--- config.mk ---
export PLATFORM = sky130hd
export DESIGN_NAME = stream_find_replace
export DESIGN_NICKNAME = d
export VERILOG_FILES = /design/src/rtl/sfr_pkg.sv /design/src/rtl/sfr_cell.sv /design/src/rtl/stream_find_replace.sv
export SDC_FILE = /design/constraint.sdc
export NUM_CORES = 1
export LEC_CHECK = 0
export BUFFER_PORTS_ARGS = -buffer_cell sky130_fd_sc_hd__buf_2
export CAP_MARGIN = 20
export CORE_ASPECT_RATIO = 0.75
export CORE_UTILIZATION = 50
export DETAILED_ROUTE_END_ITERATION = 7
export PLACE_DENSITY = 0.67
export SLEW_MARGIN = 30
export SYNTH_ARGS = -nofsm -noshare
export SYNTH_HDL_FRONTEND = slang
export SYNTH_SLANG_ARGS = --single-unit
--- constraint.sdc ---
create_clock -name i_clk -period 2.45 [get_ports i_clk]
set_input_delay 0.49 -clock i_clk [delete_from_list [all_inputs] [get_ports i_clk]]
set_output_delay 0.49 -clock i_clk [all_outputs]
set_load 0.005 [all_outputs]
--- src/rtl/sfr_pkg.sv ---
package sfr_pkg;

    // data and register widths
    localparam int DATA_W     = 8;
    localparam int CFG_DATA_W = 64;
    localparam int CFG_IDX_W  = 2;
    localparam int LEN_W      = 4;

    // default window and replacement depths, in bytes
    localparam int MAX_PATTERN_DEF = 8;
    localparam int MAX_REPLACE_DEF = 8;

    // configuration register indexes
    localparam logic [CFG_IDX_W-1:0] CFG_PATTERN_BYTES = 2'd0;
    localparam logic [CFG_IDX_W-1:0] CFG_PATTERN_LEN   = 2'd1;
    localparam logic [CFG_IDX_W-1:0] CFG_REPLACE_BYTES = 2'd2;
    localparam logic [CFG_IDX_W-1:0] CFG_REPLACE_LEN   = 2'd3;

endpackage

--- src/rtl/sfr_cell.sv ---
module sfr_cell (
    input  logic                        i_clk,
    input  logic                        i_load,
    input  logic                        i_shift,
    input  logic [sfr_pkg::DATA_W-1:0]  i_in_byte,
    input  logic [sfr_pkg::DATA_W-1:0]  i_next_byte,
    input  logic [sfr_pkg::DATA_W-1:0]  i_pat_byte,
    output logic [sfr_pkg::DATA_W-1:0]  o_byte,
    output logic                        o_eq
);

    logic [sfr_pkg::DATA_W-1:0] r_byte;

    // held byte: written from the stream or taken from the right neighbor
    always_ff @(posedge i_clk) begin
        if (i_load) begin
            r_byte <= i_in_byte;
        end else if (i_shift) begin
            r_byte <= i_next_byte;
        end
    end

    // compare against the pattern byte at this position
    assign o_byte = r_byte;
    assign o_eq   = (r_byte == i_pat_byte);

endmodule

--- src/rtl/stream_find_replace.sv ---
// Streaming find-and-replace over a byte stream. Each input transaction carries one
// byte (tlast marks the final byte of a stream); the output stream is the input
// with every leftmost, non-overlapping occurrence of the pattern replaced by the
// replacement text. Output tuser[0] flags a real byte (0 only on a bare end
// marker), tuser[1] marks the last output of the stream, tlast marks the last
// output caused by an input byte. The window of candidate bytes is a row of
// MAX_PATTERN cells compared in parallel with the pattern and shifted one place per
// byte emitted from the window. An input byte passes an accept step, a decision
// step, an emit step per output byte (each may wait on the output), a flush step
// when a final byte flushes the window (not when it ends in a match) and a closing
// step. The input is taken only when the previous byte is finished. Pattern
// writes empty the window.
module stream_find_replace #(
    parameter int MAX_PATTERN = sfr_pkg::MAX_PATTERN_DEF,
    parameter int MAX_REPLACE = sfr_pkg::MAX_REPLACE_DEF
) (
    input  logic                            i_clk,
    input  logic                            i_rst_n,
    // configuration write port
    input  logic                            i_cfg_we,
    input  logic [sfr_pkg::CFG_IDX_W-1:0]   i_cfg_idx,
    input  logic [sfr_pkg::CFG_DATA_W-1:0]  i_cfg_data,
    // input stream
    input  logic                            i_s_tvalid,
    output logic                            o_s_tready,
    input  logic [sfr_pkg::DATA_W-1:0]      i_s_tdata,   // [7:0] in_byte
    input  logic                            i_s_tlast,   // final_byte
    // output stream
    output logic                            o_m_tvalid,
    input  logic                            i_m_tready,
    output logic [sfr_pkg::DATA_W-1:0]      o_m_tdata,   // [7:0] out_byte
    output logic                            o_m_tlast,   // run_last
    output logic [1:0]                      o_m_tuser    // [0] byte_valid, [1] stream_end
);

    localparam int DW   = sfr_pkg::DATA_W;
    localparam int LenW = sfr_pkg::LEN_W;
    localparam int CW   = $clog2(MAX_PATTERN + 1);
    localparam int RIW  = (MAX_REPLACE > 1) ? $clog2(MAX_REPLACE) : 1;
    localparam logic [LenW-1:0] MaxPat  = LenW'(MAX_PATTERN);
    localparam logic [LenW-1:0] MaxRep  = LenW'(MAX_REPLACE);
    localparam logic [CW-1:0]   TopCell = CW'(MAX_PATTERN - 1);

    typedef enum logic [2:0] {
        S_IDLE,
        S_SCAN,
        S_REPL,
        S_FLUSH,
        S_DONE
    } t_state;

    // configuration registers
    logic [sfr_pkg::CFG_DATA_W-1:0] r_pat;
    logic [LenW-1:0]                r_plen;
    logic [sfr_pkg::CFG_DATA_W-1:0] r_rep;
    logic [LenW-1:0]                r_rlen;

    // control and output state
    t_state          r_state, n_state;
    logic [CW-1:0]   r_cnt, n_cnt;
    logic            r_last, n_last;
    logic [RIW-1:0]  r_idx, n_idx;
    logic            r_pv, n_pv;
    logic [DW-1:0]   r_pb, n_pb;
    logic            r_ov, n_ov;
    logic [DW-1:0]   r_ob, n_ob;
    logic            r_obv, n_obv;
    logic            r_olast, n_olast;
    logic            r_oend, n_oend;

    logic [LenW-1:0] plen_eff;
    logic [LenW-1:0] rlen_eff;
    logic [CW-1:0]   widx;
    logic            accept;
    logic            pat_wr;
    logic            out_free;
    logic            can_emit;
    logic            prefix_ok;
    logic            pop;
    logic            emit_req;
    logic [DW-1:0]   emit_byte;

    logic [DW-1:0]          w_byte [MAX_PATTERN];
    logic [MAX_PATTERN-1:0] w_eq;
    logic [MAX_PATTERN-1:0] w_used;

    // effective lengths, clamped to the built depths
    assign plen_eff = (r_plen > MaxPat) ? MaxPat : r_plen;
    assign rlen_eff = (r_rlen > MaxRep) ? MaxRep : r_rlen;

    assign o_s_tready = (r_state == S_IDLE);
    assign accept     = i_s_tvalid && o_s_tready;
    assign widx       = (r_cnt > TopCell) ? TopCell : r_cnt;
    assign pat_wr     = i_cfg_we && ((i_cfg_idx == sfr_pkg::CFG_PATTERN_BYTES) ||
                                     (i_cfg_idx == sfr_pkg::CFG_PATTERN_LEN));

    // window row: cell i holds held byte i and shifts left on a pop
    for (genvar i = 0; i < MAX_PATTERN; i++) begin : g_cell
        logic [DW-1:0] next_byte;
        if (i == MAX_PATTERN - 1) begin : g_end
            assign next_byte = w_byte[i];
        end else begin : g_mid
            assign next_byte = w_byte[i+1];
        end

        sfr_cell u_cell (
            .i_clk       (i_clk),
            .i_load      (accept && (widx == CW'(i))),
            .i_shift     (pop),
            .i_in_byte   (i_s_tdata),
            .i_next_byte (next_byte),
            .i_pat_byte  (r_pat[i*DW +: DW]),
            .o_byte      (w_byte[i]),
            .o_eq        (w_eq[i])
        );

        assign w_used[i] = (CW'(i) < r_cnt);
    end

    // window is a prefix of the pattern when it is no longer than the pattern and every used cell matches
    assign prefix_ok = (LenW'(r_cnt) <= plen_eff) && (&(~w_used | w_eq));

    assign out_free = !r_ov || i_m_tready;
    assign can_emit = !r_pv || out_free;

    // next-state logic
    always_comb begin
        n_state   = r_state;
        n_cnt     = r_cnt;
        n_last    = r_last;
        n_idx     = r_idx;
        n_pv      = r_pv;
        n_pb      = r_pb;
        n_ov      = r_ov && !i_m_tready;
        n_ob      = r_ob;
        n_obv     = r_obv;
        n_olast   = r_olast;
        n_oend    = r_oend;
        pop       = 1'b0;
        emit_req  = 1'b0;
        emit_byte = w_byte[0];

        case (r_state)
            S_IDLE: begin
                if (accept) begin
                    n_cnt   = widx + CW'(1);
                    n_last  = i_s_tlast;
                    n_state = S_SCAN;
                end
            end
            S_SCAN: begin
                if ((r_cnt != '0) && !prefix_ok) begin
                    emit_req = 1'b1;
                    if (can_emit) begin
                        pop   = 1'b1;
                        n_cnt = r_cnt - CW'(1);
                    end
                end else if ((plen_eff != '0) && (LenW'(r_cnt) == plen_eff)) begin
                    n_cnt   = '0;
                    n_idx   = '0;
                    n_state = (rlen_eff != '0) ? S_REPL : S_DONE;
                end else begin
                    n_state = r_last ? S_FLUSH : S_DONE;
                end
            end
            S_REPL: begin
                emit_req  = 1'b1;
                emit_byte = r_rep[DW*r_idx +: DW];
                if (can_emit) begin
                    n_idx = r_idx + RIW'(1);
                    if (LenW'(r_idx) == rlen_eff - LenW'(1)) begin
                        n_state = S_DONE;
                    end
                end
            end
            S_FLUSH: begin
                if (r_cnt == '0) begin
                    n_state = S_DONE;
                end else begin
                    emit_req = 1'b1;
                    if (can_emit) begin
                        pop   = 1'b1;
                        n_cnt = r_cnt - CW'(1);
                    end
                end
            end
            S_DONE: begin
                // close the run: the pending byte or a bare end marker
                if (r_pv) begin
                    if (out_free) begin
                        n_ov    = 1'b1;
                        n_ob    = r_pb;
                        n_obv   = 1'b1;
                        n_olast = 1'b1;
                        n_oend  = r_last;
                        n_pv    = 1'b0;
                        n_state = S_IDLE;
                    end
                end else if (r_last) begin
                    if (out_free) begin
                        n_ov    = 1'b1;
                        n_ob    = '0;
                        n_obv   = 1'b0;
                        n_olast = 1'b1;
                        n_oend  = 1'b1;
                        n_state = S_IDLE;
                    end
                end else begin
                    n_state = S_IDLE;
                end
            end
            default: begin
                n_state = S_IDLE;
            end
        endcase

        // a new byte goes to pending; the older pending byte moves out
        if (emit_req && can_emit) begin
            if (r_pv) begin
                n_ov    = 1'b1;
                n_ob    = r_pb;
                n_obv   = 1'b1;
                n_olast = 1'b0;
                n_oend  = 1'b0;
            end
            n_pv = 1'b1;
            n_pb = emit_byte;
        end

        // a pattern rewrite drops the window
        if (pat_wr) begin
            n_cnt = '0;
        end
    end

    // state and registered outputs
    always_ff @(posedge i_clk) begin
        if (!i_rst_n) begin
            r_state <= S_IDLE;
            r_cnt   <= '0;
            r_last  <= 1'b0;
            r_idx   <= '0;
            r_pv    <= 1'b0;
            r_ov    <= 1'b0;
        end else begin
            r_state <= n_state;
            r_cnt   <= n_cnt;
            r_last  <= n_last;
            r_idx   <= n_idx;
            r_pv    <= n_pv;
            r_ov    <= n_ov;
        end
        r_pb    <= n_pb;
        r_ob    <= n_ob;
        r_obv   <= n_obv;
        r_olast <= n_olast;
        r_oend  <= n_oend;
    end

    // configuration registers
    always_ff @(posedge i_clk) begin
        if (!i_rst_n) begin
            r_pat  <= '0;
            r_plen <= '0;
            r_rep  <= '0;
            r_rlen <= '0;
        end else if (i_cfg_we) begin
            case (i_cfg_idx)
                sfr_pkg::CFG_PATTERN_BYTES: r_pat  <= i_cfg_data;
                sfr_pkg::CFG_PATTERN_LEN:   r_plen <= i_cfg_data[LenW-1:0];
                sfr_pkg::CFG_REPLACE_BYTES: r_rep  <= i_cfg_data;
                sfr_pkg::CFG_REPLACE_LEN:   r_rlen <= i_cfg_data[LenW-1:0];
                default: ;
            endcase
        end
    end

    assign o_m_tvalid   = r_ov;
    assign o_m_tdata    = r_ob;
    assign o_m_tlast    = r_olast;
    assign o_m_tuser[0] = r_obv;
    assign o_m_tuser[1] = r_oend;

`ifndef ASSERT_OFF
    // window never holds more bytes than there are cells
    a_cnt_range: assert property (@(posedge i_clk) disable iff (!i_rst_n)
        r_cnt <= CW'(MAX_PATTERN))
        else $error("window count above cell count");

    // between input bytes the window is shorter than the pattern
    a_idle_window: assert property (@(posedge i_clk) disable iff (!i_rst_n)
        (r_state == S_IDLE) |-> ((r_cnt == '0) || (LenW'(r_cnt) < plen_eff)))
        else $error("window not below pattern length between transactions");

    // nothing stays pending once a byte is finished
    a_idle_pending: assert property (@(posedge i_clk) disable iff (!i_rst_n)
        (r_state == S_IDLE) |-> !r_pv)
        else $error("pending byte left after closing a run");

    // an accepted byte is scanned next
    a_accept_scan: assert property (@(posedge i_clk) disable iff (!i_rst_n)
        accept |=> (r_state == S_SCAN))
        else $error("accepted byte not scanned");
`endif

endmodule
==> reports/qor.csv, run 1 <==
stage;metric;value;unit
sta;Final WS setup;-0.258;ns
min_path;hold endpoint;r_rep[34];
sta;RSZ-0062 raised after global routing;yes;
floorplanning;Initial Util;51.3;%
synth;Cell Area, Synth;10900;µm²
synth;prevailing post-synth register cell;dfxtp_1;
cts;TritonCTS Buffers;24;
global_routing;gr usage total;27.0;%
pwr;Leak;4.97;nW
placement;dpl cells;1502;
detailed_routing;drt pass-1 iters;5;
detailed_routing;Vias;8656;
finish;nets@finish;1344;
run_status;status;complete, but fails checks;
synth;cell count after synthesis;1112;
run_status;violated checks;negative setup slack;
pwr;Pwr Density;814;nW/µm²
critical_path;CP Launch Type;flip-flop;
synth;leading area contributor after synthesis;dfxtp_1;
cts;CTS root buf;clkbuf_16;
floorplanning;IO Pins;93;
detailed_routing;DR DRC count;0;
finish;share of cells above drive strength 1;28.1;%
floorplanning;chip width;173;µm
synth;Synth top area share;29.3;%
pwr;Internal;7.84;mW
sta;skew final;0.0183;ns
placement;Port Buffers;92;
synth;Avg Cell Area, Syn;9.83;µm²
global_routing;vias in the first global route;8041;
synth;synth top area cells;dfxtp_1 (29%), edfxtp_1 (20%), nand2_1 (11%);
floorplanning;Die Area;22500;µm²
sta;final hold vios;0;
detailed_routing;post-route ant nets;0;
sta;Max-slew headroom;48.3;%
synth;Post-synth ARST share;0;%
min_path;Hold/Removal Path Class;in2reg;
pwr;Switch Pwr;3.11;mW
critical_path;arrival time worst endpoint;3.11;ns
global_routing;initial antenna violation count;0;
sta;Max Clk Rate;369;MHz
global_routing;final global-route overflow total;0;
sta;Final Critical Period;2.71;ns
finish;post-layout util;63.1;%
sta;Worst Tran Pin Value;0.775;ns
cts;CTS Hold Buffers Added;0;
detailed_routing;Via density;5.57;
pwr;Sw Share;28.4;%
detailed_routing;DR WL/cell;19.7;µm
job;Max Cap Violations;0;
placement;Final Wtd Congestion;0.921;
placement;Final HPWL DP;21600;µm
floorplanning;total core area;21300;µm²
synth;EDFF count, synth;72;
cts;CTS sink cnt;232;
critical_path;Critical Path RT;2.85;ns
critical_path;Crit Path Category;reg2reg;
cts;H-tree depth;1;
critical_path;reg-to-reg startpoint;g_cell[4].u_cell.o_byte[6];
sta;period utilisation layout;111;%
pwr;Gate power share;22.1;%
critical_path;worst reg2reg endpoint;r_obv;
min_path;hold path depth;3;
cts;Clock transition at path regs;0.07;ns
cts;CTS tree;yes;
finish;fin cells;1553;
global_routing;global-route wire length before repair;46600;µm
global_routing;largest net degree at the start of global routing;73;
critical_path;reg2reg path depth;10;
synth;Yosys cell types;56;
critical_path;R2R setup slack;-0.26;ns
pwr;worst vdd ir;0.523;mV
synth;Synth warnings;0;
synth;Synth Register Bits;232;
floorplanning;chip height;130;µm
synth;Seq/Total Area, Yosys;49.1;%
critical_path;worst-path fanout max;9;
pwr;Seq pwr share;43.3;%
min_path;Worst Hold Launch;i_cfg_data[34];
detailed_routing;DRT iter0 DRCs;767;
pwr;clock power share;34.6;%
floorplanning;Cell Rows;46;
cts;Longest Clk Path Bufs;3;
cts;worst-skew pair later-pin latency;0.53;ns
finish;area grow syn2layout;23.1;%
critical_path;Setup crit end kind;flip-flop;
sta;Slew Viols, Final;0;
detailed_routing;Routed WL;30500;µm
synth;syn_nets;1209;
sta;final setup violating endpoints;72;
finish;# diodes;0;
placed cells by master, fill, tap and decap left out, types with 4 or more instances in the layout:
master / instances
nor2_4: 4
nand3_2: 8
mux2_2: 56
nand2_2: 5
nor4_1: 7
buf_4: 62
nand4_1: 10
nand2b_1: 5
nor4_2: 4
nand3_1: 7
or2_2: 5
buf_2: 91
a21oi_2: 8
o21ai_0: 8
clkbuf_16: 27
mux4_2: 16
nor2b_1: 12
nand2_1: 306
edfxtp_1: 72
nor2_1: 25
a21boi_0: 130
inv_1: 8
o21ai_1: 7
clkbuf_8: 6
buf_6: 10
o211ai_1: 9
buf_12: 8
mux2i_1: 16
xnor2_1: 33
a21oi_1: 15
ha_1: 13
dfxtp_1: 157
xor2_1: 34
area by class of cell:
class / count / area (µm²)
fillers: 1765 / 7850
multi-input cells: 807 / 5620
flip-flops and latches: 232 / 5370
repair buffers: 172 / 1220
clock buffers: 33 / 737
well taps: 288 / 360
clock inverters: 11 / 105
inverters: 10 / 37.5
registers in the layout, summed over array words and instances (netlist names):
name	flops
r_pb	8
r_cnt	4
r_pv	1
o_m_tlast	1
r_pat	64
r_rlen	4
r_state	3
r_plen	4
r_oend	1
o_m_tdata	8
g_cell.u_cell.o_byte	64
r_idx	3
r_rep	64
r_last	1
o_m_tvalid	1
r_obv	1
cells in the mapped netlist, types with 5 or more instances:
library cell    n
a21boi_0      131
a21oi_1        24
clkbuf_1       55
dfxtp_1       160
edfxtp_1       72
ha_1           17
inv_1          10
mux2_2         56
mux2i_1        16
mux4_2         16
nand2_1       313
nand2b_1        5
nand3_1        15
nand4_1        10
nor2_1         29
nor2b_1        14
nor3_1          5
nor4_1         13
o211ai_1        9
o21ai_0        17
or2_2           5
xnor2_1        33
xor2_1         34
power by group through the flow:
stage	combinational, mW	clock, mW	sequential (mW)
finish	2.42	3.79	4.74
global route	2.62	4.01	4.78
CTS	2.20	3.84	4.73
detailed placement	2.04	0	4.81
global placement	2.02	0	4.80
floorplan	1.19	0	4.72
worst max-delay path by stage:
stage                                          start                          to  cells past startpoint
final                     g_cell[4].u_cell.o_byte[6]                       r_obv                     10
after floorplan                            r_plen[3]  g_cell[3].u_cell.o_byte[0]                     12
after global routing      g_cell[6].u_cell.o_byte[5]                       r_obv                     11
after detailed placement  g_cell[4].u_cell.o_byte[4]  g_cell[4].u_cell.o_byte[3]                      9
after CTS                 g_cell[4].u_cell.o_byte[3]  g_cell[6].u_cell.o_byte[3]                     10
after global placement    g_cell[4].u_cell.o_byte[4]  g_cell[4].u_cell.o_byte[0]                      9
critical path: stages (launching register included):
cell	delay [ns]
edfxtp_1	0.43
xor2_1	0.19
nor4_4	0.41
a21oi_2	0.12
nor4_4	0.25
nand4_1	0.28
buf_4	0.24
a41o_4	0.28
clkbuf_16	0.17
o21ai_1	0.13
o21ai_1	0.09
cell families (layout without fill, tap and decap cells):
group | count (synthesis) | in the layout | synth area share (%)
buf+inv | 73 | 226 | 2.74
compound gates | 208 | 208 | 13.8
mux | 88 | 88 | 10.5
fa+ha+maj | 17 | 17 | 1.95
simple gates | 427 | 427 | 16.5
flops | 232 | 232 | 49.1
xor+xnor | 67 | 67 | 5.37
metal layers:
layer  share of wire [%]  track usage, %  wire, µm
met5                   0               0         0
met4                 2.2            6.56       658
met3                 7.6            4.63      2330
met2                  42            40.0     12800
met1                  48            40.7     14700
per-stage QoR:
step	total power, mW	worst slack (ns)	area [µm²]	hold WS (ns)	setup TNS (ns)
6_report	10.9	-0.258	13400	0.222	-10.80
5_1_grt	11.4	-0.294	13400	0.216	-15.20
4_1_cts	10.8	-0.219	13200	0.210	-13.33
3_5_place_dp	6.85	-0.564	12100	0.441	-38.23
3_3_place_gp	6.82	-0.482	12100	0.427	-32.41
2_1_floorplan	5.91	-0.00130	10900	0.427	-0.0104
what timing repair did:
action / 4_1_cts / 5_1_grt
pin swaps: 22 / 22
hold endpoints to repair: 0 / 0
buffers inserted: 1 / 7
setup endpoints to repair: 87 / 87
resized for setup: 46 / 40
cloned: 0 / 1
(Power assumes the default switching activity.)
==> run 2, diff against run 1 <==
--- a/config.mk
+++ b/config.mk
@@ -10,7 +10,7 @@
 export CORE_ASPECT_RATIO = 0.75
 export CORE_UTILIZATION = 50
 export DETAILED_ROUTE_END_ITERATION = 7
-export PLACE_DENSITY = 0.67
+export PLACE_DENSITY = 0.65
 export SLEW_MARGIN = 30
 export SYNTH_ARGS = -nofsm -noshare
 export SYNTH_HDL_FRONTEND = slang
==> constraint.sdc (replaced) <==
create_clock -name i_clk -period 2.8 [get_ports i_clk]
set_input_delay 0.56 -clock i_clk [delete_from_list [all_inputs] [get_ports i_clk]]
set_output_delay 0.56 -clock i_clk [all_outputs]
set_load 0.005 [all_outputs]
==> reports/qor.csv, run 2 (same netlist as run 1, synthesis figures left out) <==
stage;metric;value;unit;change
run_status;status;finished, final reports clean;;
finish;commonest cells after routing, fill and taps aside;nand2_1 (312), dfxtp_1 (158), a21boi_0 (131), buf_2 (91), edfxtp_1 (72);;
critical_path;crit path buf inv count;3;;+1
detailed_routing;post-route ant nets;0;;unchanged
floorplanning;total core area;21300;µm²;unchanged
cts;CTS tree;yes;;
critical_path;Crit Path Category;reg2reg;;
critical_path;slowest cell on the critical path;or3_4;;
finish;Sequential cell area;5370;µm²;about the same
cts;Clock transition at path regs;0.06;ns;about the same
floorplanning;IO Pins;93;;unchanged
floorplanning;Die Area;22500;µm²;unchanged
cts;H-tree depth;1;;unchanged
placement;Port Buffers;92;;unchanged
floorplanning;chip width;173;µm;unchanged
sta;final hold vios;0;;unchanged
job;Max Cap Violations;0;;unchanged
global_routing;gr usage total;27.0;%;+0.092 points
cts;worst-skew pair later-pin latency;0.53;ns;about the same
placement;Final Wtd Congestion;0.955;;+3.7%
finish;most common cell after layout, fill and taps aside;nand2_1;;
cts;CTS Hold Buffers Added;0;;unchanged
finish;layout filler cell count;1901;;+7.7%
cts;CTS sink cnt;232;;unchanged
global_routing;largest net degree at the start of global routing;75;;+2.7%
floorplanning;Cell Rows;46;;unchanged
pwr;Pwr Density;696;nW/µm²;-15%
detailed_routing;Vias;8437;;-2.5%
detailed_routing;DR WL/cell;19.8;µm;+0.68%
placement;DP Worst Slack;0.00118;ns;+0.565 ns
sta;Final WS setup;0.0690;ns;+0.327 ns
sta;Worst Tran Pin Value;0.626;ns;-0.149 ns
floorplanning;chip height;130;µm;unchanged
detailed_routing;DRT iter0 DRCs;804;;+4.8%
finish;share of cells above drive strength 1;21.6;%;-6.5 points
sta;Max Clk Rate;366;MHz;-0.86%
sta;skew final;0.0154;ns;-0.00292 ns
critical_path;Critical Path Max Stage Delay;0.43;ns;about the same
global_routing;initial antenna violation count;0;;unchanged
global_routing;vias in the first global route;8008;;-0.41%
detailed_routing;DR DRC count;0;;unchanged
sta;Slew Viols, Final;0;;unchanged
finish;# diodes;0;;unchanged
pwr;worst vdd ir;0.448;mV;-14%
pwr;Leak;4.66;nW;-6.4%
sta;period utilisation layout;97.5;%;-13 points
critical_path;worst-path fanout max;8;;-1
finish;multi-input logic area;5320;µm²;-5.3%
critical_path;cell mode on critical path;buf_4;;
detailed_routing;Via density;5.57;;-0.15%
sta;Final Critical Period;2.73;ns;+0.0234 ns
sta;Max-slew headroom;58.3;%;+9.9 points
sta;final setup violating endpoints;0;;-100%
sta;hold_ws;0.288;ns;+0.0662 ns
critical_path;Setup crit end kind;flip-flop;;
placement;Final HPWL DP;21700;µm;+0.45%
finish;post-layout util;59.4;%;-3.8 points
cts;Longest Clk Path Bufs;3;;unchanged
finish;nets@finish;1307;;-2.8%
finish;area grow syn2layout;15.8;%;
cts;CTS root buf;clkbuf_16;;
critical_path;CP Launch Type;flip-flop;;
detailed_routing;drt pass-1 iters;5;;unchanged
global_routing;global-route wire length before repair;46500;µm;-0.22%
critical_path;cells along the critical path;buf_4 -> ha_1 -> nor2_1 -> o21ai_0 -> a22o_1 -> nand4_1 -> a21oi_1 -> or3_4 -> buf_4 -> nand2_1 -> buf_4;;
floorplanning;Initial Util;51.3;%;unchanged
min_path;Hold/Removal Path Class;in2reg;;
cts;TritonCTS Buffers;25;;+4.2%
critical_path;Top delay family on crit path;simple AND/OR/NAND/NOR gates;;
critical_path;arrival time worst endpoint;2.97;ns;-0.14 ns
critical_path;Critical Path RT;3.04;ns;+0.19 ns
global_routing;final global-route overflow total;0;;unchanged
detailed_routing;Routed WL;30000;µm;-1.7%
sta;Final TNS setup;0;ns;+10.80 ns
## run 2: cell types whose count changed in the layout (fill, tap and decap cells not counted), sizes merged
cell | previous run | this run
bufinv | 1 | 0
clkbuf | 34 | 33
clkinv | 5 | 9
buf | 171 | 134
inv | 12 | 11
clkinvlp | 3 | 2
## run 2: final timing paths
kind,from,end,slack [ns],cells after the start
max,r_cnt[0],g_cell[3].u_cell.o_byte[0],0.07,11
min,i_cfg_data[31],r_pat[31],0.29,3
max reg2reg,r_cnt[0],g_cell[3].u_cell.o_byte[0],0.07,11
min reg2reg,r_oend,r_oend,0.46,1
## run 2: power by group
part / switching [mW] / internal (mW) / total [mW]
Sequential: 0.238 / 3.90 / 4.14
Clock: 1.32 / 1.64 / 2.96
Combinational: 0.963 / 0.744 / 1.71
Total: 2.52 / 6.28 / 8.80
## run 2: worst reg2reg max path, stage by stage (launching register included)
cell and delay [ns]:
dfxtp_1 0.32, buf_4 0.16, ha_1 0.19, nor2_1 0.19, o21ai_0 0.16, a22o_1 0.29, nand4_1 0.20, a21oi_1 0.10
or3_4 0.43, buf_4 0.16, nand2_1 0.06, buf_4 0.19
## run 2: metrics by stage
stage / power, mW / std cells / area [µm²]
6_report: 8.80 / 1516 / 12600
5_1_grt: 9.16 / 1516 / 12600
4_1_cts: 8.80 / 1515 / 12600
3_5_place_dp: 5.84 / 1470 / 11900
3_3_place_gp: 5.83 / 1470 / 11900
2_1_floorplan: 5.17 / 1112 / 10900
## run 2: final cells by class
| type | instances | share of cell area (%) |
|---|---|---|
| timing repair buffer | 134 | 6.71 |
| multi-input combinational | 807 | 42.1 |
| inverter | 10 | 0.297 |
| tap | 288 | 2.85 |
| sequential | 232 | 42.4 |
| clock inverter | 12 | 0.445 |
| clock buffer | 33 | 5.18 |
## run 2: what timing repair did
| action | in CTS | in global routing |
|---|---|---|
| cloned | 0 | 0 |
| endpoints found under the setup margin | 45 | 82 |
| gates resized for setup | 1 | 14 |
| hold endpoints to repair | 0 | 0 |
| buffers inserted | 0 | 1 |
| pin swaps | 0 | 7 |
## run 2: metal layers
metal	track usage (%)	vias up	wire (µm)
met4	6.04	0	590
met3	4.34	46	2350
met1	41.8	4021	14800
met2	39.4	322	12200
li1	-	4048	-
met5	0	-	0
==> run 3, diff against run 2 <==
--- a/config.mk
+++ b/config.mk
@@ -10,8 +10,9 @@
 export CORE_ASPECT_RATIO = 0.75
 export CORE_UTILIZATION = 50
 export DETAILED_ROUTE_END_ITERATION = 7
+export HOLD_SLACK_MARGIN = 0.08
 export PLACE_DENSITY = 0.65
-export SLEW_MARGIN = 30
+export SLEW_MARGIN = 20
 export SYNTH_ARGS = -nofsm -noshare
 export SYNTH_HDL_FRONTEND = slang
 export SYNTH_SLANG_ARGS = --single-unit
==> constraint.sdc (replaced) <==
create_clock -name i_clk -period 2.8 [get_ports i_clk]
set_input_delay 0.84 -clock i_clk [delete_from_list [all_inputs] [get_ports i_clk]]
set_output_delay 0.84 -clock i_clk [all_outputs]
set_load 0.005 [all_outputs]
==> reports/qor.csv, run 3 (same netlist as run 1, synthesis figures left out) <==
stage;metric;value;unit;change
pwr;Leak;4.67;nW;+0.31%
critical_path;worst-path fanout max;8;;unchanged
detailed_routing;post-route ant nets;0;;unchanged
finish;area grow syn2layout;16.4;%;
cts;TritonCTS Buffers;24;;-4.0%
placement;DP Worst Slack;-0.00738;ns;-0.00856 ns
global_routing;final global-route overflow total;0;;unchanged
sta;Final WS setup;0.0656;ns;-0.00343 ns
pwr;worst vdd ir;0.500;mV;+12%
pwr;overall power;9.09;mW;+3.3%
global_routing;vias in the first global route;7905;;-1.3%
detailed_routing;drt pass-1 iters;5;;unchanged
run_status;status;finished, final reports clean;;
global_routing;initial antenna violation count;1;;+1
finish;share of cells above drive strength 1;21.7;%;+0.17 points
critical_path;arrival time worst endpoint;3.15;ns;+0.18 ns
floorplanning;chip height;130;µm;unchanged
sta;hold_ws;0.446;ns;+0.158 ns
detailed_routing;M1 WL;14700;µm;-0.98%
job;Max Cap Violations;0;;unchanged
critical_path;Crit Path Category;reg2reg;;
cts;CTS Hold Buffers Added;0;;unchanged
floorplanning;IO Pins;93;;unchanged
placement;Final HPWL DP;21700;µm;+0.13%
finish;nets@finish;1302;;-0.38%
sta;Final TNS setup;0;ns;unchanged
placement;Port Buffers;92;;unchanged
global_routing;largest net degree at the start of global routing;76;;+1.3%
sta;final setup violating endpoints;0;;unchanged
global_routing;global-route wire length before repair;45600;µm;-2.0%
finish;post-layout util;59.7;%;+0.32 points
pwr;Pwr Density;715;nW/µm²;+2.7%
detailed_routing;highest metal used;met4;;
detailed_routing;Routed WL;29900;µm;-0.39%
min_path;Hold/Removal Path Class;reg2reg;;
critical_path;CP Launch Type;flip-flop;;
sta;final hold vios;0;;unchanged
finish;most common cell after layout, fill and taps aside;nand2_1;;
critical_path;Critical Path RT;3.22;ns;+0.18 ns
sta;period utilisation layout;97.7;%;+0.12 points
cts;Clock transition at path regs;0.06;ns;about the same
floorplanning;Die Area;22500;µm²;unchanged
sta;RSZ-0062 raised after global routing;yes;;
placement;Final Wtd Congestion;0.928;;-2.8%
cts;CTS tree;yes;;
detailed_routing;DRT iter0 DRCs;798;;-0.75%
sta;Slew Viols, Final;0;;unchanged
cts;CTS root buf;clkbuf_16;;
detailed_routing;metal3 WL;2230;µm;-5.2%
cts;worst-skew pair later-pin latency;0.53;ns;about the same
cts;H-tree depth;1;;unchanged
cts;Longest Clk Path Bufs;3;;unchanged
floorplanning;total core area;21300;µm²;unchanged
sta;Max-slew headroom;51.6;%;-6.6 points
sta;Final Critical Period;2.73;ns;+0.00343 ns
detailed_routing;Vias;8441;;+0.047%
floorplanning;Initial Util;51.3;%;unchanged
detailed_routing;Via density;5.59;;+0.38%
floorplanning;Cell Rows;46;;unchanged
sta;Worst Tran Pin Value;0.725;ns;+0.0992 ns
finish;commonest cells after routing, fill and taps aside;nand2_1 (309), dfxtp_1 (160), a21boi_0 (131), buf_2 (91), edfxtp_1 (72);;
sta;skew final;0.0261;ns;+0.0107 ns
finish;# diodes;0;;unchanged
critical_path;Setup crit end kind;flip-flop;;
global_routing;gr usage total;26.5;%;-0.58 points
detailed_routing;DR DRC count;0;;unchanged
floorplanning;chip width;173;µm;unchanged
detailed_routing;DR WL/cell;19.8;µm;about the same
sta;Max Clk Rate;366;MHz;-0.13%
detailed_routing;wire length on met2;12600;µm;+2.8%
cts;CTS sink cnt;232;;unchanged
-- run 3: cell types whose count changed in the layout (fill, tap and decap cells not counted), sizes merged --
cell	previous run	this run
buf	134	130
bufinv	0	4
clkbuf	33	28
clkinv	9	8
clkinvlp	2	4
inv	11	10
-- run 3: layout make-up --
type / count / area, µm²
inverters: 10 / 37.5
multi-input cells: 807 / 5320
well taps: 288 / 360
clock inverters: 16 / 191
repair buffers: 130 / 823
fillers: 1844 / 8580
flip-flops and latches: 232 / 5370
clock buffers: 28 / 616
-- run 3: critical path, cell delays in order (launching register included) --
cell	delay, ns
dfxtp_1	0.37
inv_1	0.09
ha_1	0.32
nand4_1	0.14
o21ai_0	0.10
a21oi_1	0.18
nor4_2	0.08
buf_4	0.14
a41oi_2	0.41
a2bb2oi_1	0.29
buf_4	0.18
o21ai_0	0.08
a31oi_1	0.25
-- run 3: repair_timing --
item                                    CTS  global route
gates resized for setup                   2            10
pin swaps                                 0             3
buffers inserted                          0             2
endpoints found under the setup margin   49            77
-- run 3: worst paths after layout --
| path | startpoint | endpoint | slack [ns] | depth (start not counted) |
|---|---|---|---|---|
| worst min-delay path | r_oend | r_oend | 0.45 | 1 |
| worst max register to register | r_plen[3] | r_cnt[1] | 0.07 | 12 |
| worst max-delay path | r_plen[3] | r_cnt[1] | 0.07 | 12 |
| worst min register to register | r_oend | r_oend | 0.45 | 1 |
-- run 3: through the flow --
step	std cells	cell area, µm²
3_3_place_gp	1465	11900
2_1_floorplan	1112	10900
4_1_cts	1509	12700
6_report	1511	12700
5_1_grt	1511	12700
3_5_place_dp	1465	11900
-- run 3: power by group --
| group | leakage, nW | internal, mW | switching, mW |
|---|---|---|---|
| registers | 1.96 | 3.90 | 0.240 |
| clock network | 0.382 | 1.95 | 1.36 |
| logic | 2.33 | 0.711 | 0.937 |
-- run 3: routing by layer --
| metal | track usage [%] | vias to the layer above |
|---|---|---|
| li1 | - | 4038 |
| met1 | 39.9 | 4118 |
| met2 | 39.5 | 259 |
| met3 | 5.48 | 26 |
| met4 | 4.32 | 0 |
| met5 | 0 | - |
